==> config.mk <==
export PLATFORM = sky130hd
export DESIGN_NAME = tftp_client_receive_engine
export DESIGN_NICKNAME = d
export VERILOG_FILES = /design/src/hdl/tcre_pkg.sv /design/src/hdl/tcre_front.sv /design/src/hdl/tcre_queue.sv /design/src/hdl/tcre_back.sv /design/src/hdl/tftp_client_receive_engine.sv
export SDC_FILE = /design/constraint.sdc
export NUM_CORES = 2
export LEC_CHECK = 0
export BUFFER_PORTS_ARGS = -buffer_cell sky130_fd_sc_hd__buf_4
export CAP_MARGIN = 20
export CORE_UTILIZATION = 40
export CTS_CLUSTER_SIZE = 20
export DETAILED_ROUTE_END_ITERATION = 10
export GPL_TIMING_DRIVEN = 0
export PLACE_DENSITY_LB_ADDON = 0.2
export RECOVER_POWER = 25
export SLEW_MARGIN = 5
export SYNTH_ARGS = -nofsm -noshare
export SYNTH_HDL_FRONTEND = slang
export SYNTH_HIERARCHICAL = 1
export SYNTH_SLANG_ARGS = --single-unit
==> constraint.sdc <==
create_clock -name clock -period 11.8 [get_ports clock]
set_input_delay 1.77 -clock clock [delete_from_list [all_inputs] [get_ports clock]]
set_output_delay 1.77 -clock clock [all_outputs]
set_load 0.01 [all_outputs]
==> src/hdl/tcre_pkg.sv <==
`default_nettype none

package tcre_pkg;

   localparam int QUEUE_DEPTH = 2;
   localparam int QUEUE_PTR_WIDTH = $clog2(QUEUE_DEPTH);
   localparam int QUEUE_CNT_WIDTH = $clog2(QUEUE_DEPTH + 1);

   localparam logic [15:0] SERVER_PORT = 16'd69;
   localparam logic [15:0] DEFAULT_BLOCK = 16'd512;
   localparam logic [7:0] DEFAULT_RETRIES = 8'd10;

   localparam logic [1:0] OPCODE_START = 2'd0;
   localparam logic [1:0] OPCODE_PACKET = 2'd1;
   localparam logic [1:0] OPCODE_TIMEOUT = 2'd2;

   localparam logic [15:0] TFTP_OP_DATA = 16'd3;
   localparam logic [15:0] TFTP_OP_ERROR = 16'd5;
   localparam logic [15:0] TFTP_OP_OACK = 16'd6;

   localparam logic [15:0] ERR_CODE_NOT_FOUND = 16'd1;
   localparam logic [15:0] ERR_CODE_ACCESS = 16'd2;

   localparam logic [15:0] MIN_PACKET_LEN = 16'd2;
   localparam logic [15:0] DATA_HEADER_LEN = 16'd4;

   localparam logic [1:0] SEND_NONE = 2'd0;
   localparam logic [1:0] SEND_RRQ = 2'd1;
   localparam logic [1:0] SEND_ACK = 2'd2;

   localparam logic [1:0] STATUS_RUNNING = 2'd0;
   localparam logic [1:0] STATUS_DONE = 2'd1;
   localparam logic [1:0] STATUS_FAILED = 2'd2;
   localparam logic [1:0] STATUS_RESTART = 2'd3;

   localparam int CSR_INDEX_WIDTH = 1;
   localparam logic [CSR_INDEX_WIDTH-1:0] CSR_RETRY_LIMIT = 1'd0;
   localparam logic [CSR_INDEX_WIDTH-1:0] CSR_LOAD_BASE = 1'd1;

   typedef struct packed {
      logic [1:0]  opcode;
      logic [11:0] local_port;
      logic [15:0] dest_port;
      logic [15:0] src_port;
      logic [15:0] udp_len;
      logic [15:0] tftp_op;
      logic [15:0] block_or_code;
      logic        has_blksize;
      logic [15:0] blksize_value;
   } req_type;

   typedef struct packed {
      logic [1:0]  send_kind;
      logic [15:0] ack_block;
      logic [15:0] peer_port;
      logic [15:0] our_port;
      logic        store_valid;
      logic [31:0] store_address;
      logic [15:0] store_length;
      logic        rearm_timer;
      logic [1:0]  status;
      logic [31:0] loaded_size;
   } rsp_type;

   typedef enum logic [2:0] {
      CMD_NOP     = 3'd0,
      CMD_START   = 3'd1,
      CMD_OACK    = 3'd2,
      CMD_DATA    = 3'd3,
      CMD_ERROR   = 3'd4,
      CMD_TIMEOUT = 3'd5
   } cmd_kind_type;

   typedef struct packed {
      cmd_kind_type kind;
      logic [11:0]  local_port;
      logic [15:0]  dest_port;
      logic [15:0]  src_port;
      logic [15:0]  payload_len;
      logic [15:0]  block_or_code;
      logic         has_blksize;
      logic [15:0]  blksize_value;
      logic         err_fail;
   } cmd_type;

endpackage

`default_nettype wire

==> src/hdl/tcre_front.sv <==
`default_nettype none

module tcre_front
   import tcre_pkg::*;
(
   input  req_type req_data,
   output cmd_type cmd
);

   always_comb begin
      cmd.kind = CMD_NOP;
      cmd.local_port = req_data.local_port;
      cmd.dest_port = req_data.dest_port;
      cmd.src_port = req_data.src_port;
      cmd.payload_len = req_data.udp_len - DATA_HEADER_LEN;
      cmd.block_or_code = req_data.block_or_code;
      cmd.has_blksize = req_data.has_blksize;
      cmd.blksize_value = req_data.blksize_value;
      cmd.err_fail = (req_data.block_or_code == ERR_CODE_NOT_FOUND) ||
                     (req_data.block_or_code == ERR_CODE_ACCESS);
      unique case (req_data.opcode)
         OPCODE_START: begin
            cmd.kind = CMD_START;
         end
         OPCODE_TIMEOUT: begin
            cmd.kind = CMD_TIMEOUT;
         end
         OPCODE_PACKET: begin
            if (req_data.udp_len >= MIN_PACKET_LEN) begin
               unique case (req_data.tftp_op)
                  TFTP_OP_OACK: cmd.kind = CMD_OACK;
                  TFTP_OP_ERROR: cmd.kind = CMD_ERROR;
                  TFTP_OP_DATA: begin
                     if (req_data.udp_len >= DATA_HEADER_LEN) begin
                        cmd.kind = CMD_DATA;
                     end
                  end
                  default: cmd.kind = CMD_NOP;
               endcase
            end
         end
         default: cmd.kind = CMD_NOP;
      endcase
   end

endmodule

`default_nettype wire

==> src/hdl/tcre_queue.sv <==
`default_nettype none

module tcre_queue
   import tcre_pkg::*;
(
   input  logic    clock,
   input  logic    reset,
   input  logic    push,
   input  cmd_type push_data,
   output logic    full,
   input  logic    pop,
   output logic    empty,
   output cmd_type pop_data
);

   cmd_type                    entry_ff [QUEUE_DEPTH];
   logic [QUEUE_PTR_WIDTH-1:0] wr_ptr_ff, wr_ptr_in;
   logic [QUEUE_PTR_WIDTH-1:0] rd_ptr_ff, rd_ptr_in;
   logic [QUEUE_CNT_WIDTH-1:0] count_ff, count_in;
   logic                       do_push, do_pop;

   assign full = (count_ff == QUEUE_CNT_WIDTH'(QUEUE_DEPTH));
   assign empty = (count_ff == '0);
   assign pop_data = entry_ff[rd_ptr_ff];
   assign do_push = push && !full;
   assign do_pop = pop && !empty;

   always_comb begin
      wr_ptr_in = wr_ptr_ff;
      rd_ptr_in = rd_ptr_ff;
      count_in = count_ff;
      if (do_push) begin
         wr_ptr_in = (wr_ptr_ff == QUEUE_PTR_WIDTH'(QUEUE_DEPTH - 1)) ? '0 :
                     wr_ptr_ff + QUEUE_PTR_WIDTH'(1);
      end
      if (do_pop) begin
         rd_ptr_in = (rd_ptr_ff == QUEUE_PTR_WIDTH'(QUEUE_DEPTH - 1)) ? '0 :
                     rd_ptr_ff + QUEUE_PTR_WIDTH'(1);
      end
      if (do_push && !do_pop) begin
         count_in = count_ff + QUEUE_CNT_WIDTH'(1);
      end else if (do_pop && !do_push) begin
         count_in = count_ff - QUEUE_CNT_WIDTH'(1);
      end
   end

   always_ff @(posedge clock) begin
      if (reset) begin
         wr_ptr_ff <= '0;
         rd_ptr_ff <= '0;
         count_ff <= '0;
      end else begin
         wr_ptr_ff <= wr_ptr_in;
         rd_ptr_ff <= rd_ptr_in;
         count_ff <= count_in;
      end
   end

   always_ff @(posedge clock) begin
      if (do_push) begin
         entry_ff[wr_ptr_ff] <= push_data;
      end
   end

endmodule

`default_nettype wire

==> src/hdl/tcre_back.sv <==
`default_nettype none

module tcre_back
   import tcre_pkg::*;
(
   input  logic                       clock,
   input  logic                       reset,
   input  logic                       queue_empty,
   input  cmd_type                    queue_data,
   output logic                       queue_pop,
   input  logic                       csr_valid,
   input  logic [CSR_INDEX_WIDTH-1:0] csr_index,
   input  logic [31:0]                csr_data,
   output logic                       rsp_valid,
   input  logic                       rsp_stall,
   output rsp_type                    rsp_data
);

   typedef enum logic [3:0] {
      MODE_IDLE = 4'b0001,
      MODE_RRQ  = 4'b0010,
      MODE_OACK = 4'b0100,
      MODE_DATA = 4'b1000
   } mode_type;

   typedef enum logic [1:0] {
      SEQ_FETCH = 2'b01,
      SEQ_EXEC  = 2'b10
   } seq_type;

   seq_type     seq_ff, seq_in;
   mode_type    mode_ff, mode_in;
   logic [7:0]  retry_limit_ff;
   logic [31:0] load_base_ff;
   logic [15:0] remote_port_ff, remote_port_in;
   logic [15:0] local_port_ff, local_port_in;
   logic [15:0] current_block_ff, current_block_in;
   logic [15:0] previous_block_ff, previous_block_in;
   logic [31:0] wrap_offset_ff, wrap_offset_in;
   logic [7:0]  retry_count_ff, retry_count_in;
   logic [15:0] block_size_ff, block_size_in;
   logic [31:0] size_loaded_ff, size_loaded_in;

   cmd_type     cmd_ff;
   logic [31:0] prod_ff;
   logic [31:0] wrap_eff_ff, wrap_eff_in;
   logic [31:0] addr_adj_ff, addr_adj_in;
   logic [31:0] size_adj_ff, size_adj_in;
   logic        wrap_hit_ff, wrap_hit_in;

   logic        rsp_valid_ff;
   rsp_type     rsp_data_ff;
   rsp_type     result;

   logic        out_free, exec_go, first_block, pass;
   logic [31:0] store_addr, new_size;
   logic [15:0] prev_eff;
   logic [8:0]  retry_next;

   assign out_free = !rsp_valid_ff || !rsp_stall;
   assign exec_go = (seq_ff == SEQ_EXEC) && out_free;
   assign queue_pop = (seq_ff == SEQ_FETCH) && !queue_empty;
   assign rsp_valid = rsp_valid_ff;
   assign rsp_data = rsp_data_ff;

   always_comb begin
      seq_in = seq_ff;
      unique case (seq_ff)
         SEQ_FETCH: if (!queue_empty) seq_in = SEQ_EXEC;
         SEQ_EXEC: if (out_free) seq_in = SEQ_FETCH;
         default: seq_in = SEQ_FETCH;
      endcase
   end

   // First step: block offset terms that do not need the product.
   always_comb begin
      wrap_hit_in = (queue_data.block_or_code == '0) && (previous_block_ff != '0);
      if ((mode_ff == MODE_RRQ) || (mode_ff == MODE_OACK)) begin
         wrap_eff_in = '0;
      end else if (wrap_hit_in) begin
         wrap_eff_in = wrap_offset_ff + {block_size_ff, 16'd0};
      end else begin
         wrap_eff_in = wrap_offset_ff;
      end
      addr_adj_in = wrap_eff_in + load_base_ff - {16'd0, block_size_ff};
      size_adj_in = wrap_eff_in + {16'd0, queue_data.payload_len} -
                    {16'd0, block_size_ff};
   end

   // Second step: the event itself.
   always_comb begin
      store_addr = prod_ff + addr_adj_ff;
      new_size = prod_ff + size_adj_ff;
      first_block = (mode_ff == MODE_RRQ) || (mode_ff == MODE_OACK);
      prev_eff = first_block ? 16'd0 : previous_block_ff;
      retry_next = {1'b0, retry_count_ff} + 9'd1;
      pass = (mode_ff != MODE_IDLE) && (cmd_ff.dest_port == local_port_ff) &&
             ((mode_ff == MODE_RRQ) || (cmd_ff.src_port == remote_port_ff));

      mode_in = mode_ff;
      remote_port_in = remote_port_ff;
      local_port_in = local_port_ff;
      current_block_in = current_block_ff;
      previous_block_in = previous_block_ff;
      wrap_offset_in = wrap_offset_ff;
      retry_count_in = retry_count_ff;
      block_size_in = block_size_ff;
      size_loaded_in = size_loaded_ff;

      result = '0;
      result.send_kind = SEND_NONE;
      result.status = STATUS_RUNNING;

      unique case (cmd_ff.kind)
         CMD_START: begin
            mode_in = MODE_RRQ;
            remote_port_in = SERVER_PORT;
            local_port_in = {4'd0, cmd_ff.local_port};
            retry_count_in = '0;
            current_block_in = '0;
            block_size_in = DEFAULT_BLOCK;
            size_loaded_in = '0;
            result.send_kind = SEND_RRQ;
            result.peer_port = SERVER_PORT;
            result.our_port = {4'd0, cmd_ff.local_port};
            result.rearm_timer = 1'b1;
         end
         CMD_OACK: begin
            if (pass) begin
               mode_in = MODE_OACK;
               remote_port_in = cmd_ff.src_port;
               if (cmd_ff.has_blksize) begin
                  block_size_in = cmd_ff.blksize_value;
               end
               result.send_kind = SEND_ACK;
               result.ack_block = current_block_ff;
               result.peer_port = cmd_ff.src_port;
               result.our_port = local_port_ff;
            end
         end
         CMD_ERROR: begin
            if (pass) begin
               result.status = cmd_ff.err_fail ? STATUS_FAILED : STATUS_RESTART;
               mode_in = MODE_IDLE;
            end
         end
         CMD_DATA: begin
            if (pass) begin
               current_block_in = cmd_ff.block_or_code;
               wrap_offset_in = wrap_eff_ff;
               if (wrap_hit_ff) begin
                  retry_count_in = '0;
               end
               if (first_block) begin
                  mode_in = MODE_DATA;
                  remote_port_in = cmd_ff.src_port;
                  previous_block_in = '0;
               end
               if (first_block && (cmd_ff.block_or_code != 16'd1)) begin
                  result.status = STATUS_RESTART;
                  mode_in = MODE_IDLE;
               end else if (cmd_ff.block_or_code != prev_eff) begin
                  previous_block_in = cmd_ff.block_or_code;
                  result.rearm_timer = 1'b1;
                  result.store_valid = 1'b1;
                  result.store_address = store_addr;
                  result.store_length = cmd_ff.payload_len;
                  if (size_loaded_ff < new_size) begin
                     size_loaded_in = new_size;
                  end
                  result.send_kind = SEND_ACK;
                  result.ack_block = cmd_ff.block_or_code;
                  result.peer_port = remote_port_in;
                  result.our_port = local_port_ff;
                  if (cmd_ff.payload_len < block_size_ff) begin
                     result.status = STATUS_DONE;
                     mode_in = MODE_IDLE;
                  end
               end
            end
         end
         CMD_TIMEOUT: begin
            if (mode_ff != MODE_IDLE) begin
               retry_count_in = retry_next[8] ? 8'hFF : retry_next[7:0];
               if (retry_next > {1'b0, retry_limit_ff}) begin
                  result.status = STATUS_RESTART;
                  mode_in = MODE_IDLE;
               end else begin
                  result.rearm_timer = 1'b1;
                  result.peer_port = remote_port_ff;
                  result.our_port = local_port_ff;
                  if (mode_ff == MODE_RRQ) begin
                     result.send_kind = SEND_RRQ;
                  end else begin
                     result.send_kind = SEND_ACK;
                     result.ack_block = current_block_ff;
                  end
               end
            end
         end
         default: begin
         end
      endcase
      result.loaded_size = size_loaded_in;
   end

   always_ff @(posedge clock) begin
      if (reset) begin
         seq_ff <= SEQ_FETCH;
         mode_ff <= MODE_IDLE;
         retry_limit_ff <= DEFAULT_RETRIES;
         load_base_ff <= '0;
         remote_port_ff <= '0;
         local_port_ff <= '0;
         current_block_ff <= '0;
         previous_block_ff <= '0;
         wrap_offset_ff <= '0;
         retry_count_ff <= '0;
         block_size_ff <= DEFAULT_BLOCK;
         size_loaded_ff <= '0;
         rsp_valid_ff <= 1'b0;
      end else begin
         seq_ff <= seq_in;
         if (csr_valid) begin
            unique case (csr_index)
               CSR_RETRY_LIMIT: retry_limit_ff <= csr_data[7:0];
               CSR_LOAD_BASE: load_base_ff <= csr_data;
               default: begin
               end
            endcase
         end
         if (exec_go) begin
            mode_ff <= mode_in;
            remote_port_ff <= remote_port_in;
            local_port_ff <= local_port_in;
            current_block_ff <= current_block_in;
            previous_block_ff <= previous_block_in;
            wrap_offset_ff <= wrap_offset_in;
            retry_count_ff <= retry_count_in;
            block_size_ff <= block_size_in;
            size_loaded_ff <= size_loaded_in;
            rsp_valid_ff <= 1'b1;
         end else if (!rsp_stall) begin
            rsp_valid_ff <= 1'b0;
         end
      end
   end

   always_ff @(posedge clock) begin
      if (queue_pop) begin
         cmd_ff <= queue_data;
         prod_ff <= {16'd0, queue_data.block_or_code} * {16'd0, block_size_ff};
         wrap_eff_ff <= wrap_eff_in;
         addr_adj_ff <= addr_adj_in;
         size_adj_ff <= size_adj_in;
         wrap_hit_ff <= wrap_hit_in;
      end
      if (exec_go) begin
         rsp_data_ff <= result;
      end
   end

endmodule

`default_nettype wire

==> src/hdl/tftp_client_receive_engine.sv <==
// Receive engine of a TFTP read client.
// Requests arrive on the req_ channel (valid/stall) and carry one event each:
// start of a transfer, the decoded header of a received packet, or a timer
// expiry. Every accepted request yields exactly one response on the rsp_
// channel, in order, telling what to send, where to store the payload, whether
// to rearm the timer and the transfer status.
// A front stage classifies each request and places it in a two-entry queue.
// The back end executes each request in a fetch step, which pops it and
// registers the block product and offset terms, and an execute step, which
// updates the transfer state and loads the response register. It pops the
// next request only once the execute step of the last one has completed.
// When rsp_stall is held the response register keeps its contents, the back
// end waits, and req_stall rises once the queue is full.
// The csr_ channel writes retry_limit (index 0) and load_base (index 1); it is
// always ready. Write it only while the engine is quiet; it is not enforced.
// Synchronous reset empties the queue, drops any pending response, sets the
// transfer idle with block size 512 and restores retry_limit 10, load_base 0.
`default_nettype none

module tftp_client_receive_engine
   import tcre_pkg::*;
(
   input  logic                       clock,
   input  logic                       reset,
   input  logic                       req_valid,
   output logic                       req_stall,
   input  req_type                    req_data,
   output logic                       rsp_valid,
   input  logic                       rsp_stall,
   output rsp_type                    rsp_data,
   input  logic                       csr_valid,
   output logic                       csr_ready,
   input  logic [CSR_INDEX_WIDTH-1:0] csr_index,
   input  logic [31:0]                csr_data
);

   cmd_type front_cmd;
   cmd_type queue_data;
   logic    queue_full, queue_empty, queue_pop;

   assign req_stall = queue_full;
   assign csr_ready = 1'b1;

   tcre_front u_front (
      .req_data (req_data),
      .cmd      (front_cmd)
   );

   tcre_queue u_queue (
      .clock     (clock),
      .reset     (reset),
      .push      (req_valid),
      .push_data (front_cmd),
      .full      (queue_full),
      .pop       (queue_pop),
      .empty     (queue_empty),
      .pop_data  (queue_data)
   );

   tcre_back u_back (
      .clock       (clock),
      .reset       (reset),
      .queue_empty (queue_empty),
      .queue_data  (queue_data),
      .queue_pop   (queue_pop),
      .csr_valid   (csr_valid),
      .csr_index   (csr_index),
      .csr_data    (csr_data),
      .rsp_valid   (rsp_valid),
      .rsp_stall   (rsp_stall),
      .rsp_data    (rsp_data)
   );

endmodule

`default_nettype wire
======== After elaboration in Yosys (flattened, before gate mapping) ========
Memories as Yosys holds them, arrays and structs flattened. A register that Yosys moved wholly into a read port is not among the register bits.
Cells that the tools add are included.
storage, ports and cells
  memories ................................ 1
  RAM bits ................................ 194
  latch bits .............................. 0
  flip-flop bits (word level) ............. 559
  memory bits (read-only) ................. 0
  output and inout bits ................... 137
memory list
  memory            depth  bits a word  read ports  clocked after memory_dff  wr ports  RTL line          source
  u_queue.entry_ff  2      97           1           1                         1         tcre_queue.sv:16  cmd_type entry_ff [QUEUE_DEPTH];
cells by class
  muxes and demuxes ....................... 71
  $add $sub $neg .......................... 13
  reduce and logical (&&, ||, !) cells .... 42
  divide/modulo/power cells ............... 0
  eq/ne operators ......................... 32
  multiply operators ...................... 1
  order comparisons ....................... 5
  bitwise operators ....................... 4
  shift-type cells ........................ 0
operator list
  kind                 number
  $mux 102             2
  $mux 32              6
  $mux 16              10
  $mux 50              3
  $add 32x32->32       4
  $pmux 32 s4          1
  $mux 100             1
  $pmux 16 s3          2
  $pmux 16 s2          2
  $pmux 32 s2          1
  $sub 32x16->32       2
  $mux 4               9
  $add 32x16->32       1
  $eq 16x2->1 const B  2
  $eq 16x3->1 const B  2
  $lt 32x32->1         1
  $mul 16x16->32       1
  $mux 8               4
  $pmux 8 s3           1
  $pmux 4 s5           1
  $mux 2               9
  $ne 2x1->1 const B   9
  $pmux 3 s3           2
  $eq 16x1->1 const B  1
  45 further kinds     91

======== Longest topological paths before layout ========
  depth after elaboration ................. 8
  gate-level depth with buffers ........... 28
  gate-level depth less buffers ........... 24

======== By module ========
The synthesis kept the hierarchy.
modules (own cells, without submodules)
  module                      area each (um^2)  cells an instance  instances  sequential area each (um^2)
  tcre_back                   38,051.5          3,867              1          14,594.0
  tcre_queue                  7,334.5           327                1          5,925.7
  tcre_front                  1,006.0           139                1          0.0
  tftp_client_receive_engine  11.3              2                  1          0.0

======== Worst setup path after synthesis ========
No wires, ideal clock.
  kind .................................... register to register
  start ................................... reg u_queue.count_ff[0]
  end ..................................... reg u_queue.count_ff[1]
  cell stages (with the launch flop) ...... 8
  data arrival time ....................... 7.284 ns
  required time ........................... 11.730 ns
  slack ................................... 4.446 ns
  period minus slack after synthesis ...... 7.354 ns
  cells stage by stage .................... dfxtp_1 -> nor2_1 -> or3b_2 -> inv_1 -> o21ai_0 -> ha_1 -> or3_1 -> a21oi_1
between the ends
  cells in the longest elaborated chain, start to end .. 7
ends and longest elaborated chain
  item                                         RTL line                          source
  from (decl)                                  tcre_queue.sv:19                  logic [QUEUE_CNT_WIDTH-1:0] count_ff, count_in;
  from (signal assigned)                       tcre_queue.sv:55                  count_ff <= count_in;
  $logic_not 2->1 (*)                          tcre_queue.sv:23                  assign empty = (count_ff == '0);
  named net queue_empty                        tftp_client_receive_engine.sv:39  logic queue_full, queue_empty, queue_pop;
  $logic_not 1->1 (*)                          tcre_back.sv:62                   assign queue_pop = (seq_ff == SEQ_FETCH) && !queue_empty;
  $logic_and 1x1->1 (*)                        tcre_back.sv:62
  named net queue_pop                          tftp_client_receive_engine.sv:39
  $logic_and 1x1->1 (*)                        tcre_queue.sv:26                  assign do_pop = pop && !empty;
  $logic_not 1->1                              tcre_queue.sv:40                  if (do_push && !do_pop) begin
  $logic_and 1x1->1                            tcre_queue.sv:40
  $mux 2 or $reduce_bool 2->1 (tied branches)  n/a
The timed path passes the listed nets; every way through them passes the cells marked *. The select of a mux whose other input is x is not followed.
A chain may end at the register's enable or synchronous reset.

==> impl_metrics.ini <==
[grt]
grt-ovfl-total = 0
gr-usage-met2 = 0.361
grt_max_degree = 109
grt_use_total = 0.224
grt_pass1_wl_um = 197000
busiest_layer = met2
globalRouteMet3Util = 0.0482
antenna_found_initial = 21
met1_usage = 0.301
grt_pass1_vias = 31900

[die]
start_util = 0.405
die_y_um = 343
row_count = 124
dieWidth_um = 343
die-area_sq_mm = 0.117
core_area_sq_mm = 0.115
io_pins = 286

[place]
portBuffers = 219
place_area_sq_mm = 0.0502
dpl.hpwl_um = 103000
placedCellCount = 6077
gp_congestion = 0.949
pre_cts_ws_ns = 3.37

[timing]
hold_viol = 0
setup_viol = 0
rsz0062_at_grt = false
period_needed_ns = 9.35
fin_skew_ns = 0.0499
fmaxAchievable_mhz = 107
hold-worst-slack_ns = 0.449
fin_crit_sh = 0.792
drv_slew = 122
slew-limit-headroom = -1.85
setup_slack_ns = 2.45
finalSetupTns_ns = 0
tightest_slew_ns = 4.27

[routing]
drtAntennaViolNets = 0
wire_per_inst_um = 21.2
num_vias = 32400
wirelength_um = 132000
firstDrtPassIters = 9
drt_iter0_drc = 2368
avgViaCountPerCell = 5.20
drc = 26

[synth]
synth_cells = 4335
synth-edff-count = 550
yosysSeqAreaShare = 0.442
synth_area_per_cell_sq_um = 10.7
ys_seq_elements = 750
async_flop_share = 0
synth_cell_types = 87
ys.flop_type = edfxtp_1
yosysWarnings = 6
syn-cell-area_sq_mm = 0.0464

[status]
status = finished with violations
violations = DRC, capacitance limit, slew limit

[setup_path]
setup.worst_path.class = register to register
worst-endpoint-required_ns = 12.18
slowest_delay_ns = 0.75
r2r-end = u_back/prod_ff[31]$_DFFE_PP_
crit_buf_inv = 8
arrival_ns = 9.73
crit_family = adder cells
worst_setup_path_start_kind = register
slowest_stage = mux2_1
cp-end-kind = register
ff2ff_setup_slack_ns = 2.45
crit_path_max_fanout = 10
crit_top_cell = fa_1
reg2reg_depth = 26

[final_layout]
layout-drive-gt1-share = 0.109
layout.cells.non_filler = 6241
multi_input_area_sq_mm = 0.0225
regArea_sq_mm = 0.0205
fillers = 10800
synthToLayoutAreaGrowth_pct = 13.7
utilization = 0.460
nNetsFinal = 5349
layout_common_cells = edfxtp_1 (550), inv_1 (531), nand2_1 (457), ha_1 (319), a21oi_1 (275)
final_common_cell = edfxtp_1
finalInstanceArea_sq_mm = 0.0527

[clocking]
ctsHtreeMaxLevel = 3
postCtsSetupBuffers = 0
post_cts_resize_count = 0
cts_buffer_depth = 3
cts_tree = done
cts_root_buf = clkbuf_16
clk_pin_slew_ns = 0.06
clkSinkCount = 750
cts_buffers = 85
hold_buffers = 0
clock_latency_ns = 0.67

[power]
pwr-share-seq = 0.363
internal_power_mw = 6.72
netSwitchingPower_mw = 4.08
peakVddDrop_mv = 0.169
p_leak_nw = 22.1
p_sw_frac = 0.378
clock_power_share = 0.252
pwr-share-comb = 0.385
total_power_mw = 10.8
power_density_mw_per_mm2 = 205

[worst_hold_path]
hold-path-endpoint = u_back/current_block_ff[5]$_SDFFE_PP0P_
min_path_type = register to register
holdPathStages = 2
holdCritStartpoint = u_back/current_block_ff[5]$_SDFFE_PP0P_

[run]
drv_cap = 2
## worst max path at each step
stage	start	end	slack (ns)	cells after the start
6_report	register	u_back/prod_ff[31]$_DFFE_PP_	2.45	26
5_1_grt	register	u_back/prod_ff[31]$_DFFE_PP_	1.91	26
4_1_cts	register	u_back/prod_ff[31]$_DFFE_PP_	3.32	26
3_5_place_dp	register	u_back/prod_ff[31]$_DFFE_PP_	3.37	26
3_3_place_gp	u_queue/count_ff[0]$_SDFFE_PP0P_	u_queue/count_ff[1]$_SDFFE_PP0P_	1.19	7
2_1_floorplan	u_queue/count_ff[0]$_SDFFE_PP0P_	u_queue/count_ff[1]$_SDFFE_PP0P_	4.45	7
## state kept, by name (all words and copies together), names as in the netlist, 2 cells and up, named ones only
register	count
u_back/addr_adj_ff	32
u_back/block_size_ff	16
u_back/cmd_ff	97
u_back/current_block_ff	16
u_back/load_base_ff	32
u_back/local_port_ff	12
u_back/mode_ff	4
u_back/previous_block_ff	16
u_back/prod_ff	32
u_back/remote_port_ff	16
u_back/retry_count_ff	8
u_back/retry_limit_ff	8
u_back/rsp_data	130
u_back/seq_ff	2
u_back/size_adj_ff	32
u_back/size_loaded_ff	32
u_back/wrap_eff_ff	32
u_back/wrap_offset_ff	32
u_queue/count_ff	2
u_queue/entry_ff	194
## area by class of cell
cell class	instances	share of cell area
repair buffers	227	0.0334
flip-flops and latches	750	0.389
well taps	1512	0.0359
clock inverters	51	0.0108
multi-input cells	2814	0.427
diodes	5	0.000237
clock buffers	108	0.0443
plain buffers	236	0.0211
inverters	538	0.0385
## cell usage after synthesis (20+ instances only)
cell,count,area [sq um]
buf_4,85,638
a31oi_1,28,175
nor4_1,30,188
o21a_1,31,233
nand4_1,26,163
nor2_1,181,679
and3_1,25,156
xnor2_1,123,1080
a21o_1,107,803
a211oi_1,20,150
clkbuf_1,131,492
nand3_1,66,330
nand2_1,457,1720
a22o_1,51,447
inv_1,533,2000
o21bai_1,21,158
a22oi_1,34,255
ha_1,319,3990
a21oi_1,275,1380
nand2b_1,33,206
and2_1,158,988
dfxtp_1,200,4000
o21ai_0,113,566
nor2b_1,35,219
mux2_2,70,788
xor2_1,80,701
mux2_4,30,450
nor3_1,43,215
fa_1,229,4580
edfxtp_1,550,16500
## routing by layer
layer	up-vias	part of all wire
met5	-	0.0011
li1	15500	-
met2	941	0.46
met3	218	0.071
met1	15800	0.44
met4	26	0.027
## cells by family after synthesis
family	share of synthesized area
AO/OA/AOI/OAI	0.115
XOR/XNOR	0.0387
adder cells (fa/ha/maj)	0.185
buffers and inverters	0.0709
flip-flops	0.442
multiplexers	0.0306
other	0.000162
AND/OR/NAND/NOR	0.117
## worst min-delay path, delay by kind of cell, from the launching register on
family	cells	cell delay, ns
simple gates	1	0.05
compound gates	1	0.05
flops	1	0.30
## power by group through the flow
stage                     Sequential (mW)  Clock (mW)  Combinational (mW)
after floorplan                      3.90           0                2.97
after global placement               4.12           0                4.14
after detailed placement             3.94           0                4.21
after CTS                            3.89        2.78                4.24
after global routing                 3.96        2.88                4.61
final                                3.91        2.72                4.16
(Power assumes the default switching activity.)
